--- src/sv/sfd_pkg.sv ---
package sfd_pkg;

  localparam int SFD_LENGTH_BITS = 31;

  localparam logic [1:0] KIND_CMD   = 2'd0;
  localparam logic [1:0] KIND_KEY   = 2'd1;
  localparam logic [1:0] KIND_VALUE = 2'd2;
  localparam logic [1:0] KIND_BODY  = 2'd3;

  localparam logic [1:0] ERR_NONE    = 2'd0;
  localparam logic [1:0] ERR_HEADER  = 2'd1;
  localparam logic [1:0] ERR_LENGTH  = 2'd2;
  localparam logic [1:0] ERR_NO_NUL  = 2'd3;

  localparam logic [7:0] CH_LF    = 8'h0a;
  localparam logic [7:0] CH_CR    = 8'h0d;
  localparam logic [7:0] CH_COLON = 8'h3a;
  localparam logic [7:0] CH_BSL   = 8'h5c;
  localparam logic [7:0] CH_NUL   = 8'h00;

  typedef struct packed {
    logic [1:0] field_kind;
    logic       has_data;
    logic [7:0] data_out;
    logic       field_last;
    logic       frame_last;
    logic [1:0] error_code;
    logic       last;
  } result_t;

  typedef struct packed {
    result_t [2:0] res;
    logic [1:0]    n;
  } step_t;

endpackage

--- src/sv/sfd_parser.sv ---
module sfd_parser
  import sfd_pkg::*;
#(
  parameter int LENGTH_BITS = SFD_LENGTH_BITS
) (
  input  logic       clk,
  input  logic       rst,
  input  logic       accept,
  input  logic [7:0] data_byte,
  output step_t      step
);

  localparam logic [3:0] M_IDLE    = 4'd0;
  localparam logic [3:0] M_CMD     = 4'd1;
  localparam logic [3:0] M_KEY     = 4'd2;
  localparam logic [3:0] M_VALUE   = 4'd3;
  localparam logic [3:0] M_BADLINE = 4'd4;
  localparam logic [3:0] M_BODYLEN = 4'd5;
  localparam logic [3:0] M_BODYNUL = 4'd6;
  localparam logic [3:0] M_ERR     = 4'd8;

  localparam int LF_FOUND  = 0;
  localparam int LF_ACTIVE = 1;
  localparam int LF_BAD    = 2;
  localparam int LF_DIGIT  = 3;

  localparam logic [3:0] NAME_LEN = 4'd14;
  localparam logic [LENGTH_BITS-1:0] LEN_MAX = {LENGTH_BITS{1'b1}};

  typedef struct packed {
    logic [3:0]             mode;
    logic                   esc;
    logic                   crp;
    logic                   ls;
    logic [3:0]             nmi;
    logic                   nmm;
    logic [3:0]             lf;
    logic [LENGTH_BITS-1:0] lv;
    logic [LENGTH_BITS-1:0] br;
    result_t [2:0]          res;
    logic [1:0]             n;
  } work_t;

  work_t cur;
  work_t nxt;

  function automatic logic [7:0] name_char(input logic [3:0] i);
    logic [7:0] ch;
    case (i)
      4'd0:  ch = "c";
      4'd1:  ch = "o";
      4'd2:  ch = "n";
      4'd3:  ch = "t";
      4'd4:  ch = "e";
      4'd5:  ch = "n";
      4'd6:  ch = "t";
      4'd7:  ch = "-";
      4'd8:  ch = "l";
      4'd9:  ch = "e";
      4'd10: ch = "n";
      4'd11: ch = "g";
      4'd12: ch = "t";
      4'd13: ch = "h";
      default: ch = 8'h00;
    endcase
    return ch;
  endfunction

  function automatic logic [7:0] unescape(input logic [7:0] c);
    logic [7:0] r;
    case (c)
      "n":     r = CH_LF;
      "r":     r = CH_CR;
      "c":     r = CH_COLON;
      default: r = c;
    endcase
    return r;
  endfunction

  function automatic work_t put(input work_t s, input logic [1:0] k, input logic h,
                                input logic [7:0] d, input logic fl, input logic frl,
                                input logic [1:0] e);
    work_t t;
    t = s;
    if (t.n != 2'd3) begin
      t.res[t.n] = '{field_kind: k, has_data: h, data_out: d, field_last: fl,
                     frame_last: frl, error_code: e, last: 1'b0};
      t.n = t.n + 2'd1;
    end
    return t;
  endfunction

  function automatic work_t fail(input work_t s, input logic [1:0] code);
    work_t t;
    t = s;
    t.mode = M_ERR | {2'b00, code};
    t = put(t, KIND_CMD, 1'b0, 8'h00, 1'b0, 1'b0, code);
    return t;
  endfunction

  function automatic work_t key_byte(input work_t s, input logic [7:0] c);
    work_t t;
    logic [7:0] lc;
    t = s;
    lc = (c >= "A" && c <= "Z") ? c + 8'd32 : c;
    t = put(t, KIND_KEY, 1'b1, c, 1'b0, 1'b0, ERR_NONE);
    if (t.nmi < NAME_LEN && lc == name_char(t.nmi)) t.nmi = t.nmi + 4'd1;
    else t.nmm = 1'b1;
    return t;
  endfunction

  function automatic work_t value_byte(input work_t s, input logic [7:0] c);
    work_t t;
    logic [LENGTH_BITS+3:0] v;
    t = s;
    v = {1'b0, t.lv, 3'b000} + {3'b000, t.lv, 1'b0} + {{LENGTH_BITS{1'b0}}, c[3:0]};
    t = put(t, KIND_VALUE, 1'b1, c, 1'b0, 1'b0, ERR_NONE);
    if (t.lf[LF_ACTIVE]) begin
      if (c >= "0" && c <= "9") begin
        t.lf[LF_DIGIT] = 1'b1;
        if (v[LENGTH_BITS+3:LENGTH_BITS] != 4'd0) begin
          t.lf[LF_BAD] = 1'b1;
          t.lv = LEN_MAX;
        end else begin
          t.lv = v[LENGTH_BITS-1:0];
        end
      end else begin
        t.lf[LF_BAD] = 1'b1;
      end
    end
    return t;
  endfunction

  function automatic work_t line_content(input work_t s, input logic [7:0] c);
    work_t t;
    t = s;
    if (t.mode == M_KEY) begin
      if (c == CH_COLON) begin
        if (!t.ls) begin
          t.mode = M_BADLINE;
        end else begin
          if (t.esc) begin
            t.esc = 1'b0;
            t = key_byte(t, CH_BSL);
          end
          t = put(t, KIND_KEY, 1'b0, 8'h00, 1'b1, 1'b0, ERR_NONE);
          if (t.nmi == NAME_LEN && !t.nmm && !t.lf[LF_FOUND]) begin
            t.lf[LF_FOUND]  = 1'b1;
            t.lf[LF_ACTIVE] = 1'b1;
          end
          t.nmi  = 4'd0;
          t.nmm  = 1'b0;
          t.mode = M_VALUE;
        end
      end else begin
        t.ls = 1'b1;
        if (t.esc) begin
          t.esc = 1'b0;
          t = key_byte(t, unescape(c));
        end else if (c == CH_BSL) begin
          t.esc = 1'b1;
        end else begin
          t = key_byte(t, c);
        end
      end
    end else begin
      if (t.esc) begin
        t.esc = 1'b0;
        t = value_byte(t, unescape(c));
      end else if (c == CH_BSL) begin
        t.esc = 1'b1;
      end else begin
        t = value_byte(t, c);
      end
    end
    return t;
  endfunction

  function automatic work_t line_end(input work_t s);
    work_t t;
    t = s;
    if (t.mode == M_KEY) begin
      if (t.ls) t = fail(t, ERR_HEADER);
      else if (t.lf[LF_BAD]) t = fail(t, ERR_LENGTH);
      else if (t.lf[LF_FOUND]) begin
        t.br   = t.lv;
        t.mode = M_BODYLEN;
      end else begin
        t.mode = M_BODYNUL;
      end
    end else begin
      if (t.esc) begin
        t.esc = 1'b0;
        t = value_byte(t, CH_BSL);
      end
      t = put(t, KIND_VALUE, 1'b0, 8'h00, 1'b1, 1'b0, ERR_NONE);
      if (t.lf[LF_ACTIVE]) begin
        if (!t.lf[LF_DIGIT]) t.lf[LF_BAD] = 1'b1;
        t.lf[LF_ACTIVE] = 1'b0;
      end
      t.mode = M_KEY;
      t.ls   = 1'b0;
    end
    return t;
  endfunction

  function automatic work_t frame_end(input work_t s);
    work_t t;
    t = put(s, KIND_BODY, 1'b0, 8'h00, 1'b1, 1'b1, ERR_NONE);
    t.mode = M_IDLE;
    t.esc  = 1'b0;
    t.crp  = 1'b0;
    t.ls   = 1'b0;
    t.nmi  = 4'd0;
    t.nmm  = 1'b0;
    t.lf   = 4'd0;
    t.lv   = '0;
    t.br   = '0;
    return t;
  endfunction

  always_comb begin
    work_t s;
    logic [7:0] b;
    s = cur;
    s.res = '0;
    s.n = 2'd0;
    b = data_byte;
    if (s.mode >= M_ERR) begin
      s = put(s, KIND_CMD, 1'b0, 8'h00, 1'b0, 1'b0, s.mode[1:0]);
    end else begin
      unique case (s.mode)
        M_IDLE: begin
          if (b != CH_LF && b != CH_CR) begin
            s.mode = M_CMD;
            s = put(s, KIND_CMD, 1'b1, b, 1'b0, 1'b0, ERR_NONE);
          end
        end
        M_CMD: begin
          if (s.crp) begin
            s.crp = 1'b0;
            if (b != CH_LF) s = put(s, KIND_CMD, 1'b1, CH_CR, 1'b0, 1'b0, ERR_NONE);
          end
          if (b == CH_CR) s.crp = 1'b1;
          else if (b == CH_LF) begin
            s = put(s, KIND_CMD, 1'b0, 8'h00, 1'b1, 1'b0, ERR_NONE);
            s.mode = M_KEY;
            s.ls = 1'b0;
          end else s = put(s, KIND_CMD, 1'b1, b, 1'b0, 1'b0, ERR_NONE);
        end
        M_KEY, M_VALUE: begin
          if (s.crp) begin
            s.crp = 1'b0;
            if (b != CH_LF) s = line_content(s, CH_CR);
          end
          if (s.mode == M_BADLINE) begin
            if (b == CH_LF) s = fail(s, ERR_HEADER);
          end else if (b == CH_CR) s.crp = 1'b1;
          else if (b == CH_LF) s = line_end(s);
          else s = line_content(s, b);
        end
        M_BADLINE: begin
          if (b == CH_LF) s = fail(s, ERR_HEADER);
        end
        M_BODYLEN: begin
          if (s.br != '0) begin
            s = put(s, KIND_BODY, 1'b1, b, 1'b0, 1'b0, ERR_NONE);
            s.br = s.br - 1'b1;
          end else if (b == CH_NUL) s = frame_end(s);
          else s = fail(s, ERR_NO_NUL);
        end
        M_BODYNUL: begin
          if (b == CH_NUL) s = frame_end(s);
          else s = put(s, KIND_BODY, 1'b1, b, 1'b0, 1'b0, ERR_NONE);
        end
        default: s = fail(s, ERR_HEADER);
      endcase
    end
    if (s.n != 2'd0) s.res[s.n - 2'd1].last = 1'b1;
    nxt = s;
  end

  assign step.res = nxt.res;
  assign step.n   = nxt.n;

  always_ff @(posedge clk) begin
    if (rst) begin
      cur <= '0;
    end else if (accept) begin
      cur <= nxt;
    end
  end

endmodule

--- src/sv/stomp_frame_deframer.sv ---
// STOMP frame deframer: one stream byte enters per item on the s_ side and
// turns into zero to two result items on the m_ side (command, header key,
// header value and body bytes plus end markers, or one error item per byte
// once an error has occurred; errors stay until reset). While m_tready is high, a
// byte that causes a single result is taken every cycle; a byte that causes more results
// holds the input until its last item is taken, as the result buffer drains one
// item per cycle. The parser state updates in the same cycle the byte is accepted.
module stomp_frame_deframer
  import sfd_pkg::*;
#(
  parameter int LENGTH_BITS = SFD_LENGTH_BITS
) (
  input  logic        clk,
  input  logic        rst,
  input  logic        s_tvalid,
  output logic        s_tready,
  input  logic [7:0]  s_tdata,  // data_byte
  output logic        m_tvalid,
  input  logic        m_tready,
  output logic [15:0] m_tdata,  // has_data, data_out, field_last, frame_last, error_code
  output logic [1:0]  m_tuser,  // field_kind
  output logic        m_tlast   // last
);

  step_t         step;
  result_t [2:0] res_q;
  logic [1:0]    ptr;
  logic [1:0]    rem;
  logic          s_accept;
  logic          m_accept;
  result_t       cur_res;

  assign s_tready = (rem == 2'd0) || (rem == 2'd1 && m_tready);
  assign s_accept = s_tvalid && s_tready;
  assign m_tvalid = rem != 2'd0;
  assign m_accept = m_tvalid && m_tready;

  sfd_parser #(.LENGTH_BITS(LENGTH_BITS)) u_parser (
    .clk       (clk),
    .rst       (rst),
    .accept    (s_accept),
    .data_byte (s_tdata),
    .step      (step)
  );

  always_ff @(posedge clk) begin
    if (rst) begin
      rem <= 2'd0;
      ptr <= 2'd0;
    end else if (s_accept) begin
      rem <= step.n;
      ptr <= 2'd0;
    end else if (m_accept) begin
      rem <= rem - 2'd1;
      ptr <= ptr + 2'd1;
    end
  end

  always_ff @(posedge clk) begin
    if (s_accept) res_q <= step.res;
  end

  assign cur_res = res_q[ptr];
  assign m_tuser = cur_res.field_kind;
  assign m_tlast = cur_res.last;
  assign m_tdata = {3'b000, cur_res.error_code, cur_res.frame_last, cur_res.field_last,
                    cur_res.data_out, cur_res.has_data};

`ifndef SYNTH
  a_rem_range: assert property (@(posedge clk) disable iff (rst) rem != 2'd3)
    else $error("result count out of range");
  a_load_valid: assert property (@(posedge clk) disable iff (rst)
    s_accept && step.n != 2'd0 |=> m_tvalid)
    else $error("results lost after load");
  a_last_end: assert property (@(posedge clk) disable iff (rst)
    m_tvalid && rem == 2'd1 |-> cur_res.last)
    else $error("final item of a byte without last");
  a_last_mid: assert property (@(posedge clk) disable iff (rst)
    m_tvalid && rem == 2'd2 |-> !cur_res.last)
    else $error("last set before final item");
`endif

endmodule

--- config.mk ---
export PLATFORM = sky130hd
export DESIGN_NAME = stomp_frame_deframer
export DESIGN_NICKNAME = d
export VERILOG_FILES = /design/src/sv/sfd_pkg.sv /design/src/sv/sfd_parser.sv /design/src/sv/stomp_frame_deframer.sv
export SDC_FILE = /design/constraint.sdc
export NUM_CORES = 1
export LEC_CHECK = 0
export BUFFER_PORTS_ARGS = -buffer_cell sky130_fd_sc_hd__buf_2
export CAP_MARGIN = 15
export CORE_UTILIZATION = 45
export DETAILED_ROUTE_END_ITERATION = 8
export SYNTH_ARGS = -nofsm -noshare
export SYNTH_HDL_FRONTEND = slang
export SYNTH_SLANG_ARGS = --single-unit
--- constraint.sdc ---
create_clock -name clk -period 9.1 [get_ports clk]
set_input_delay 0.455 -clock clk [delete_from_list [all_inputs] [get_ports clk]]
set_output_delay 0.455 -clock clk [all_outputs]
set_load 0.005 [all_outputs]
# Word level (Yosys, flattened, before mapping)
# Memories as Yosys holds them, arrays and structs flattened. A register that Yosys moved wholly into a read port is not among the register bits.
# Index checks and enable logic that the tools add are counted.
[op_classes]
addsub = 18
n_shift = 0
multipliers = 0
n_eq_ne = 34
div_mod_pow = 0
bitwise_logic = 24
reduce_logical = 41
magnitude_cmp = 26
n_mux = 200
[op_table]
columns = ["operator", "count"]
rows = [
  ["$mux W124", 19],
  ["$mux W128", 17],
  ["$pmux W128 S6", 1],
  ["$mux W50", 14],
  ["$mux W8", 66],
  ["$mux W122", 3],
  ["$mux W121", 3],
  ["$mux W31", 11],
  ["$bwmux W48", 6],
  ["$mux W116", 2],
  ["$demux W16 S2", 5],
  ["$and A45 B45 Y45", 3],
  ["$not A45 Y45", 3],
  ["$mux W115", 1],
  ["$mux W16", 7],
  ["$add A35 B4 Y35", 3],
  ["$and A42 B42 Y42", 2],
  ["$not A42 Y42", 2],
  ["$add A34 B32 Y35", 2],
  ["$and A30 B30 Y30", 2],
  ["$not A30 Y30", 2],
  ["$mux W48", 1],
  ["$mux W4", 10],
  ["$or A18 B18 Y18", 2],
  ["50 further kinds", 156],
]
[totals]
ram_bits = 0
memories = 5
reg_bits = 130
in_bits = 12
mem_bits_ro = 560
latch_bits = 0
[memory_table]
columns = ["name", "words", "word_bits", "rd", "rd_ports_with_merged_regs", "wr", "line", "text"]
rows = [
  ["(no name shown)", 16, 7, 1, 1, 0, "sfd_parser.sv:49", "case (i)"],
  ["(no name shown)", 16, 7, 1, 1, 0, "sfd_parser.sv:49", ""],
  ["(no name shown)", 16, 7, 1, 0, 0, "sfd_parser.sv:49", ""],
  ["(no name shown)", 16, 7, 1, 0, 0, "sfd_parser.sv:49", ""],
  ["(no name shown)", 16, 7, 1, 0, 0, "sfd_parser.sv:49", ""],
]

# Logic depth before layout (Yosys ltp)
# Gate-level depths: netlist of run 1.
# An unclocked memory read counts as a cell.
[depth]
depth_word = 62
depth_mapped = 24
ltp_nobuf = 23

# Hierarchy
# A second synthesis of run 1 with hierarchy kept.
[unflattened]
hier_cells = 1690
hier_area_um2 = 12757.2
[by_module_without_submodules]
columns = ["module", "area_per_inst_um2", "cells_per_inst", "n_inst"]
rows = [
  ["sfd_parser", 10674.0, 1556, 1],
  ["stomp_frame_deframer", 2083.2, 134, 1],
]

# Worst setup path before layout of run 1
# No wires, ideal clock.
[synth_timing]
path_type = "input to register"
start = "input s_tdata[4]"
end = "register (tool-made name)"
arrival_ns = 5.153
path_slack_ns = 3.822
n_path_buf = 1
path_stages = 22
path_cell_list = "or4bb_1 > o21ai_4 > buf_2 > nor3_1 > xnor2_1 > ha_1 > ha_1 > nand2_1 > a21oi_1 > nor3b_1 > nor4_2 > o21ai_1 > or4_4 > nand3b_4 > mux2_4 > o211ai_4 > and2_1 > inv_1 > ha_1 > and2_1 > a211oi_1 > nand3_1"
[synth_rtl]
columns = ["element", "line", "text"]
rows = [
  ["start, declared", "stomp_frame_deframer.sv:17", "input logic [7:0] s_tdata,"],
]

# Worst setup path after layout of run 1
[layout_timing]
start = "register u_parser.cur[93] in the netlist's numbering"
end = "register u_parser.cur[102] in the netlist's numbering"
[layout_via]
elab_chain_cells = 28
word_cells_on_any_way = 54
classes_between = "add/sub: 5; mux: 46; reduce/logical: 3"
[layout_rtl]
columns = ["element", "line", "text"]
rows = [
  ["start, declared", "sfd_parser.sv:44", "work_t cur;"],
  ["start signal, assigned", "sfd_parser.sv:290", "cur <= nxt;"],
  ["$add A34 B32 Y35", "sfd_parser.sv:116", "v = {1'b0, t.lv, 3'b000} + {3'b000, t.lv, 1'b0} + {{LENGTH_BITS{1'b0}}, c[3:0]};"],
  ["$add A35 B4 Y35", "sfd_parser.sv:116", ""],
  ["$reduce_bool A4 Y1", "sfd_parser.sv:121", "if (v[LENGTH_BITS+3:LENGTH_BITS] != 4'd0) begin"],
  ["$mux W31", "sfd_parser.sv:121", ""],
  ["$mux W31", "sfd_parser.sv:119", "if (c >= \"0\" && c <= \"9\") begin"],
  ["$mux W31", "sfd_parser.sv:118", "if (t.lf[LF_ACTIVE]) begin"],
  ["$mux W116", "sfd_parser.sv:167", "if (t.esc) begin"],
  ["$mux W122", "sfd_parser.sv:137", "if (t.mode == M_KEY) begin"],
  ["$mux W124", "sfd_parser.sv:254", "if (b != CH_LF) s = line_content(s, CH_CR);"],
  ["$mux W124 (*)", "sfd_parser.sv:252", "if (s.crp) begin"],
  ["$mux W128 (*)", "sfd_parser.sv:232", "unique case (s.mode)"],
  ["$mux W128 (*)", "sfd_parser.sv:229", "if (s.mode >= M_ERR) begin"],
  ["branches (longest 14 deep; another with $add A34 B32 Y35)", "-", ""],
  ["$mux W128 (*)", "sfd_parser.sv:256", "if (s.mode == M_BADLINE) begin"],
  ["$pmux W128 S6 (*)", "sfd_parser.sv:232", ""],
]
# Mark *: on every way between the ends. The select of a mux whose other input is x is not followed.
# A chain may end at the register's enable or synchronous reset.

==> run_results.csv, run 1 <==
group,metric,value,unit
run_status,outcome,"finished, violations left",
run_status,violations,"DRC",
layout,antenna_cells,0,
floorplan,io_pins,33,
sta,drv_slew,0,
clock_network,clock_sinks,124,
synth,yosysSeqAreaShare,0.227,
layout,fillCellCount,2703,
power,irDropWorstVdd,0.0000951,V
synth,synth_edf_count,35,
clock_network,postCtsSetupBuffers,0,
detailed_routing,drtPass1Iterations,9,
detailed_routing,drt-initial-drc-count,1102,
placed_design,hpwl,30200,um
synth,netlist_instances,1698,
detailed_routing,num_vias,13000,
synth,syn_area_per_cell,7.35,um2
floorplan,die-area,0.0284,mm2
detailed_routing,avgRoutedWirePerCell,19.9,um
clock_network,ctsHoldBuffers,0,
synth,synth_seq_cells,124,
min_path,hold_path.startpoint,"s_tvalid",
critical_path,critical_path_arrival,6440,ps
layout,drive_gt1_frac,0.0848,
layout,syn2layout_area_growth,7.67,%
synth,async_flop_share,0,
placed_design,dpl.cell_count,2012,
clock_network,cts_root_buf,"clkbuf_16",
sta,tightest_slew,984,ps
critical_path,r2r-start,"u_parser.cur[93]",
clock_network,postCtsResizedCells,0,
power,total_power,2.03,mW
placed_design,place_congestion,0.944,
synth,ys.flop_type,"dfxtp_1",
floorplan,rows,60,
critical_path,required,9430,ps
layout,nNetsFinal,1741,
sta,fmaxAchievable,164,MHz
placed_design,port_buffers,29,
floorplan,initial_core_util,0.461,
clock_network,htreeDepth,4,
critical_path,cp_max_fo,34,
detailed_routing,drc,3,
floorplan,die_h,169,um
layout,final_area,0.0134,mm2
sta,fin_worst_skew,10.5,ps
layout,final_cell_mix,"205 x nand2_1, 190 x nor2_1, 115 x a21oi_1, 102 x o21ai_0, 89 x dfxtp_1",
detailed_routing,detail-route-antenna-nets,0,
floorplan,fp.dieW,169,um
grt,first_global_vias,12000,
critical_path,r2r.worst_path.cells,14,
sta,hold_viol_final,0,
power,p_per_area,151,mW/mm2
clock_network,clk_latency,430,ps
min_path,hold_path_class,"input pin to flip-flop",
clock_network,cts_made_buffers,17,
power,power.leakage,4.91,nW
detailed_routing,viasPerCell,6.33,
grt,track_usage,0.286,
synth,syn_area,0.0125,mm2
floorplan,core,0.0271,mm2
grt,grt_max_degree,63,
run,cap_violations,0,
synth,yosys.cell_types.count,107,
layout,layout.cells.non_filler,2046,
sta,totalNegativeSetupSlack,0,ps
critical_path,reg2reg_setup_slack,3000,ps
clock_network,clockBufferDepth,2,
synth,synth-warning-count,0,
grt,grt_pass1_wl,65000,um
layout,final_common_cell,"nand2_1",
sta,grt_setup_unrepaired,"false",
sta,period_share,0.671,
critical_path,start_kind,"flip-flop",
sta,slew_headroom,0.341,
clock_network,path_clk_slew,70,ps
critical_path,startpoint,"u_parser.cur[93]",
critical_path,crit_type,"flip-flop to flip-flop",
sta,setup_violations,0,
placed_design,placed_area,0.0128,mm2
detailed_routing,wl,40800,um
critical_path,crit_path_end_kind,"flip-flop",
min_path,min_path_cells,4,
sta,fin_crit,6100,ps
clock_network,cts_tree,"yes",
grt,antenna_found_initial,0,
grt,gr-total-overflow,0,
-- metal layers --
metal / vias up / share of wire / track usage
met3: 101 / 0.048 / 0.0313
met4: 0 / 0.043 / 0.136
met5: - / 0 / 0
met1: 6105 / 0.44 / 0.366
li1: 6270 / - / -
met2: 479 / 0.47 / 0.483
-- state kept, by name (all words and copies together), names as in the netlist, named ones only --
signal	count
res_q	35
rem	2
ptr	2
u_parser.cur	78
-- report_power, final --
part,internal [mW],switching (mW)
logic,0.205,0.350
clock network,0.471,0.317
registers,0.641,0.0420
total,1.32,0.709
-- final cells by class --
| class | count | area [um2] | area share |
|---|---|---|---|
| inverters | 54 | 205 | 0.0153 |
| well taps | 372 | 465 | 0.0346 |
| flip-flops and latches | 124 | 2830 | 0.211 |
| repair buffers | 46 | 277 | 0.0206 |
| clock buffers | 17 | 425 | 0.0316 |
| clock inverters | 15 | 224 | 0.0167 |
| multi-input cells | 1418 | 9010 | 0.670 |
-- synthesized netlist by cell type (21+ instances only) --
cell type  instances  share of area
ha_1              65          0.065
xnor2_1           31          0.022
nor4_1            26          0.013
a21oi_1          115          0.046
clkbuf_1          77          0.023
nor3_1            57          0.023
a31oi_1           21          0.011
dfxtp_1           89           0.14
edfxtp_1          35          0.084
a22oi_1           35          0.021
nand2b_1          23          0.012
nand4_1           32          0.016
nand3_1           59          0.024
inv_1             51          0.015
a211oi_1          29          0.017
nor2_1           191          0.057
o211ai_1          21          0.013
xor2_1            30          0.021
mux2i_1           24          0.019
nand2_1          205          0.062
o21ai_0          102          0.041
-- stage by stage --
stage          hold WS (ps)  setup WS [ps]   util
6_report                397           3000  0.496
5_1_grt                 428           2580  0.496
4_1_cts                 388           3110  0.495
3_5_place_dp            448           2680  0.471
3_3_place_gp            443           2780  0.471
2_1_floorplan           432           3820      -
-- critical path: stages, from the launching register on --
cell      delay [ps]
dfxtp_1          540
ha_1             410
a21oi_1          440
o21ai_0          160
a221oi_1         590
nand2_1          150
xnor2_1          280
nor4_2           580
nand2_1          250
or4_4            640
mux2i_4          520
nand2_2          570
o21ai_0          440
nand3_1          120
a32o_1           280
-- logic make-up after synthesis --
kind of cell,share of synthesized area
AOI/OAI and AO/OA,0.288
xor gates and xnor gates,0.0428
adders and majority gates,0.0700
buffers and inverters,0.0536
DFF,0.227
muxes,0.0241
other,0.000300
and+or+nand+nor,0.294
-- final timing paths --
kind,endpoint
max,u_parser.cur[102]
min reg2reg,rem[1]
max reg2reg,u_parser.cur[102]
min,rem[1]
Power figures use the tool's default switching activity.
==> inputs of run 2 (changes only) <==
--- a/config.mk
+++ b/config.mk
@@ -5,6 +5,7 @@
 export SDC_FILE = /design/constraint.sdc
 export NUM_CORES = 1
 export LEC_CHECK = 0
+export ABC_AREA = 1
 export BUFFER_PORTS_ARGS = -buffer_cell sky130_fd_sc_hd__buf_2
 export CAP_MARGIN = 15
 export CORE_UTILIZATION = 45
==> constraint.sdc (replaced) <==
create_clock -name clk -period 5.25 [get_ports clk]
set_input_delay 0.2625 -clock clk [delete_from_list [all_inputs] [get_ports clk]]
set_output_delay 0.2625 -clock clk [all_outputs]
set_load 0.005 [all_outputs]
==> run 2 against run 1 <==
The flow now finishes without violations. Fmax rose by 36%. Core utilization is 0.089 points lower. Flip-flop and latch count unchanged. Register-to-register slack worse by 2200 ps. Worst setup slack got worse by 2200 ps. Die area increased by 1.7%. Routed wire length is 6.0% higher. Final cell count up 19%. Critical path depth rose by 7. Via count increased by 3.1%. Critical path type unchanged.
==> run_results.csv, run 2 <==
group,metric,value,unit
clock_network,postCtsResizedCells,0,
detailed_routing,drtPass1Iterations,6,
placed_design,place_congestion,0.978,
critical_path,r2r_end,"u_parser.cur[84]",
sta,period_share,0.855,
layout,regArea,0.00283,mm2
min_path,min_path_cells,4,
layout,regMostFlops,"u_parser.cur",
floorplan,rows,61,
detailed_routing,drt-initial-drc-count,1107,
power,power.leakage,6.11,nW
critical_path,cp_max_fo,28,
critical_path,r2r-start,"u_parser.cur[81]",
sta,slew_headroom,0.310,
critical_path,startpoint,"u_parser.cur[81]",
synth,yosysSeqAreaShare,0.223,
min_path,hold_path.startpoint,"s_tvalid",
layout,largest_reg_flops,78,
clock_network,clockBufferDepth,2,
run_status,outcome,"completed",
detailed_routing,num_vias,13400,
clock_network,clk_latency,440,ps
power,pwr-share-clk,0.350,
grt,track_usage,0.305,
floorplan,io_pins,33,
grt,grt.met1_usage,0.381,
floorplan,initial_core_util,0.457,
detailed_routing,viasPerCell,5.49,
grt,grt_max_degree,76,
sta,holdWs,188,ps
layout,final_cell_mix,"474 x nand2_1, 270 x nor2_1, 237 x inv_1, 200 x nand3_1, 137 x a21oi_1",
grt,busiest_layer,"met2",
critical_path,crit_path_end_kind,"flip-flop",
synth,netlist_top_cells_count,"474 x nand2_1, 272 x nor2_1, 237 x inv_1",
synth,synth_area_leaders,"dfxtp_1 14%, nand2_1 14%, edfxtp_1 8.3%",
sta,grt_setup_unrepaired,"false",
synth,async_flop_share,0,
layout,fillCellCount,2988,
detailed_routing,detail-route-antenna-nets,0,
detailed_routing,avgRoutedWirePerCell,17.8,um
grt,antenna_found_initial,0,
critical_path,start_kind,"flip-flop",
sta,fmaxAchievable,223,MHz
run,cap_violations,0,
sta,tightest_slew,1030,ps
placed_design,port_buffers,29,
sta,hold_viol_final,0,
clock_network,cts_tree,"yes",
clock_network,postCtsSetupBuffers,0,
clock_network,ctsHoldBuffers,0,
synth,synth.most_common_cell,"nand2_1",
layout,drive_gt1_frac,0.0998,
layout,reg.largest.list,"u_parser.cur: 78 flops, res_q: 35 flops",
detailed_routing,wl,43200,um
critical_path,reg2reg_setup_slack,760,ps
sta,fin_crit,4490,ps
synth,synth_top_area_cell,"dfxtp_1",
synth,netlist_instances,2025,
synth,syn_area_per_cell,6.27,um2
grt,grt_pass1_wl,68900,um
grt,use_met2,0.523,
critical_path,crit_end,"u_parser.cur[84]",
sta,totalNegativeSetupSlack,0,ps
clock_network,htreeDepth,4,
power,total_power,3.26,mW
power,comb_power_share,0.283,
floorplan,die-area,0.0289,mm2
grt,grt_util_met3,0.0353,
critical_path,r2r.worst_path.cells,21,
layout,nNetsFinal,2121,
clock_network,cts_root_buf,"clkbuf_16",
floorplan,die_h,170,um
layout,syn2layout_area_growth,8.33,%
clock_network,path_clk_slew,70,ps
sta,drv_slew,0,
detailed_routing,drc,0,
power,p_per_area,237,mW/mm2
synth,ys.flop_type,"dfxtp_1",
layout,utilization,0.495,
placed_design,hpwl,33300,um
power,power_frac_seq,0.367,
synth,syn_area,0.0127,mm2
critical_path,critical_path_arrival,4780,ps
synth,yosys.cell_types.count,71,
clock_network,cts_made_buffers,17,
layout,multi_input_area,0.00864,mm2
sta,fin_worst_skew,12.3,ps
clock_network,clock_sinks,124,
power,p_int,2.05,mW
min_path,hold_path_class,"input pin to flip-flop",
power,irDropWorstVdd,0.000207,V
synth,synth_seq_cells,124,
power,swShare,0.371,
layout,antenna_cells,0,
synth,synth_top_area_share,0.140,
synth,synth-warning-count,0,
sta,setup_violations,0,
synth,synth_edf_count,35,
power,switchingPower,1.21,mW
grt,gr-total-overflow,0,
layout,final_common_cell,"nand2_1",
grt,first_global_vias,12700,
critical_path,required,5540,ps
critical_path,crit_type,"flip-flop to flip-flop",
floorplan,fp.dieW,170,um
floorplan,core,0.0278,mm2
==> run 2: area by class of cell <==
type,instances,area share
clock buffer,20,0.0334
clock inverter,12,0.00664
inverter,257,0.0702
multi-input combinational,1592,0.628
sequential,124,0.206
tap,378,0.0344
timing repair buffer,49,0.0215
==> run 2: kinds of logic after synthesis <==
group,synth area share
fa+ha+maj,0.0688
xor+xnor,0.0652
compound gates,0.149
buf+inv,0.0982
other cells,0.000295
simple gates,0.396
flops,0.223
==> run 2: worst max-delay path: stages (launching register included) <==
cell	delay, ps
dfxtp_1	410
ha_1	280
fa_1	410
nand2_2	110
a21oi_4	90
nand3_2	80
nand2_2	90
a21oi_4	260
xor2_2	330
nand2_1	130
nor2_1	220
inv_1	130
nor4_2	290
nand3_1	130
nand2_1	70
nand2_1	60
nor2_2	120
nand2_1	110
nor2_4	550
o21ai_0	260
nand3_1	130
a21oi_1	60
==> run 2: metrics by stage <==
| step | instances | area, um2 | setup WS [ps] |
|---|---|---|---|
| 2_1_floorplan | 2028 | 12700 | 1520 |
| 3_3_place_gp | 2400 | 13200 | 737 |
| 3_5_place_dp | 2400 | 13200 | 623 |
| 4_1_cts | 2432 | 13800 | 753 |
| 5_1_grt | 2432 | 13800 | 335 |
| 6_report | 2432 | 13800 | 759 |
==> run 2: worst min path at each step <==
stage | endpoint | slack [ps]
after floorplan | u_parser.cur[115] | 430
after CTS | rem[1] | 180
after detailed placement | u_parser.cur[115] | 450
final | rem[1] | 190
after global placement | u_parser.cur[115] | 450
after global routing | rem[1] | 230
==> run 2: power by group through the flow <==
stage,combinational [mW],clock [mW],sequential [mW]
2_1_floorplan,0.631,0,1.19
3_3_place_gp,0.913,0,1.21
3_5_place_dp,0.916,0,1.21
4_1_cts,0.920,1.15,1.19
5_1_grt,1.03,1.19,1.20
6_report,0.923,1.14,1.19
==> run 2: routing by layer <==
metal	up-vias	routed length [um]
met5	-	0
met4	0	1940
met3	94	2100
met2	381	20400
met1	6204	18800
li1	6678	-
==> inputs of run 3 (changes only) <==
--- a/config.mk
+++ b/config.mk
@@ -8,8 +8,11 @@
 export ABC_AREA = 1
 export BUFFER_PORTS_ARGS = -buffer_cell sky130_fd_sc_hd__buf_2
 export CAP_MARGIN = 15
-export CORE_UTILIZATION = 45
+export CELL_PAD_IN_SITES_DETAIL_PLACEMENT = 1
+export CELL_PAD_IN_SITES_GLOBAL_PLACEMENT = 2
+export CORE_UTILIZATION = 32
 export DETAILED_ROUTE_END_ITERATION = 8
+export PLACE_DENSITY_LB_ADDON = 0.1
 export SYNTH_ARGS = -nofsm -noshare
 export SYNTH_HDL_FRONTEND = slang
 export SYNTH_SLANG_ARGS = --single-unit
==> run 3 against run 2 <==
Via count about the same. Non-clock buffer count grew 3. Core utilization shrank 13 points. Sequential power barely moved. Sequential share of layout area down 0.41 points. Register-to-register slack about the same. Count of clock-buffer cells in the layout decreased by 1. Clock skew about the same.
==> run_results.csv, run 3 (same netlist as run 2, synthesis figures left out) <==
group,metric,value,unit
power,irDropWorstVdd,0.000218,V
clock_network,cts_tree,"yes",
critical_path,crit_path_end_kind,"flip-flop",
placed_design,port_buffers,29,
layout,regMostFlops,"u_parser.cur",
floorplan,die-area,0.0405,mm2
detailed_routing,met2_length,25500,um
grt,grt_max_degree,75,
sta,tightest_slew,1060,ps
placed_design,hpwl,40000,um
layout,utilization,0.361,
grt,track_usage,0.254,
placed_design,dpl.cell_count,2543,
clock_network,postCtsSetupBuffers,0,
clock_network,clk_latency,460,ps
sta,holdWs,175,ps
layout,syn2layout_area_growth,10.5,%
clock_network,ctsHoldBuffers,0,
layout,fillCellCount,5120,
min_path,hold_path_class,"input pin to flip-flop",
clock_network,postCtsResizedCells,0,
clock_network,path_clk_slew,60,ps
critical_path,critical_path.max_stage_delay,330,ps
floorplan,rows,72,
floorplan,die_h,201,um
floorplan,core,0.0389,mm2
detailed_routing,wl,50500,um
detailed_routing,drtPass1Iterations,5,
clock_network,clock_sinks,124,
power,power.leakage,6.15,nW
sta,fin_crit,4490,ps
layout,antenna_cells,0,
sta,grt_setup_unrepaired,"false",
grt,first_global_vias,13800,
critical_path,crit_slowest_cell,"dfxtp_1",
grt,grt_pass1_wl,79900,um
critical_path,cp_max_fo,12,
critical_path,critical_path.most_common_cell,"nand2_1",
sta,setup_violations,0,
detailed_routing,drt-initial-drc-count,685,
detailed_routing,top_layer_used,"met4",
critical_path,start_kind,"flip-flop",
run_status,outcome,"completed",
sta,fmaxAchievable,223,MHz
grt,gr-total-overflow,0,
layout,nNetsFinal,2124,
clock_network,htreeDepth,4,
layout,layout.cells.non_filler,2575,
layout,largest_reg_flops,78,
power,p_per_area,249,mW/mm2
clock_network,clockBufferDepth,2,
run,cap_violations,0,
placed_design,place_congestion,0.924,
detailed_routing,avgRoutedWirePerCell,19.6,um
detailed_routing,viasPerCell,5.19,
detailed_routing,detail-route-antenna-nets,0,
detailed_routing,routed-wl-met3,1250,um
sta,fin_worst_skew,12.0,ps
sta,period_share,0.856,
sta,drv_slew,0,
critical_path,crit_type,"flip-flop to flip-flop",
sta,slew_headroom,0.290,
grt,antenna_found_initial,0,
floorplan,io_pins,33,
floorplan,fp.dieW,201,um
clock_network,cts_root_buf,"clkbuf_16",
layout,final_cell_mix,"474 x nand2_1, 270 x nor2_1, 237 x inv_1, 200 x nand3_1, 137 x a21oi_1",
sta,hold_viol_final,0,
floorplan,initial_core_util,0.326,
detailed_routing,drc,0,
sta,totalNegativeSetupSlack,0,ps
critical_path,required,5590,ps
layout,reg.largest.list,"u_parser.cur: 78 flops, res_q: 35 flops",
layout,final_common_cell,"nand2_1",
detailed_routing,wl_met1,22200,um
detailed_routing,num_vias,13400,
clock_network,cts_made_buffers,17,
critical_path,critical_path_arrival,4830,ps
layout,drive_gt1_frac,0.101,
==> run 3: changes by cell type in the layout (fill, tap and decap cells not counted), sizes merged <==
cell | previous run | this run
buf | 49 | 52
inv | 254 | 253
bufinv | 0 | 4
clkinv | 13 | 11
clkbuf | 20 | 19
==> run 3: critical path: cells and delay by family (launching register included) <==
kind | cells | cell delay, ps
simple gates | 26 | 3120
buf+inv | 3 | 270
fa+ha+maj | 3 | 620
flops | 1 | 330
==> run 3: metrics by stage <==
step | setup WS [ps] | total power, mW | instance area, um2
3_5_place_dp | 359 | 2.19 | 13400
5_1_grt | 255 | 3.68 | 14000
6_report | 757 | 3.49 | 14000
2_1_floorplan | 1520 | 1.82 | 12700
3_3_place_gp | 653 | 2.18 | 13400
4_1_cts | 746 | 3.53 | 14000
==> run 3: worst paths after layout <==
path	cells after the start	startpoint	slack, ps	to
worst min register to register	2	u_parser.cur[115]	460	u_parser.cur[115]
worst min-delay path	4	s_tvalid	180	rem[1]
worst max-delay path	32	u_parser.cur[126]	760	flip-flop
worst max register to register	32	u_parser.cur[126]	760	flip-flop
==> run 3: final cells by class <==
cell class | instances | area [um2] | area share
Clock buffer | 19 | 433 | 0.0308
Clock inverter | 13 | 193 | 0.0137
Inverter | 257 | 966 | 0.0688
Multi-Input combinational cell | 1592 | 8640 | 0.616
Sequential cell | 124 | 2830 | 0.202
Tap cell | 518 | 648 | 0.0462
Timing Repair Buffer | 52 | 318 | 0.0226
==> run 3: power by group <==
part	internal, mW	total, mW	switching (mW)
sequential	1.14	1.20	0.0624
clock	0.798	1.33	0.529
combinational	0.273	0.963	0.690
total	2.21	3.49	1.28
==> run 3: metal layers <==
metal  vias to the layer above  global-route usage
met2                       198               0.460
met5                         -                   0
li1                       6672                   -
met3                        61              0.0251
met4                         0               0.100
met1                      6430               0.307
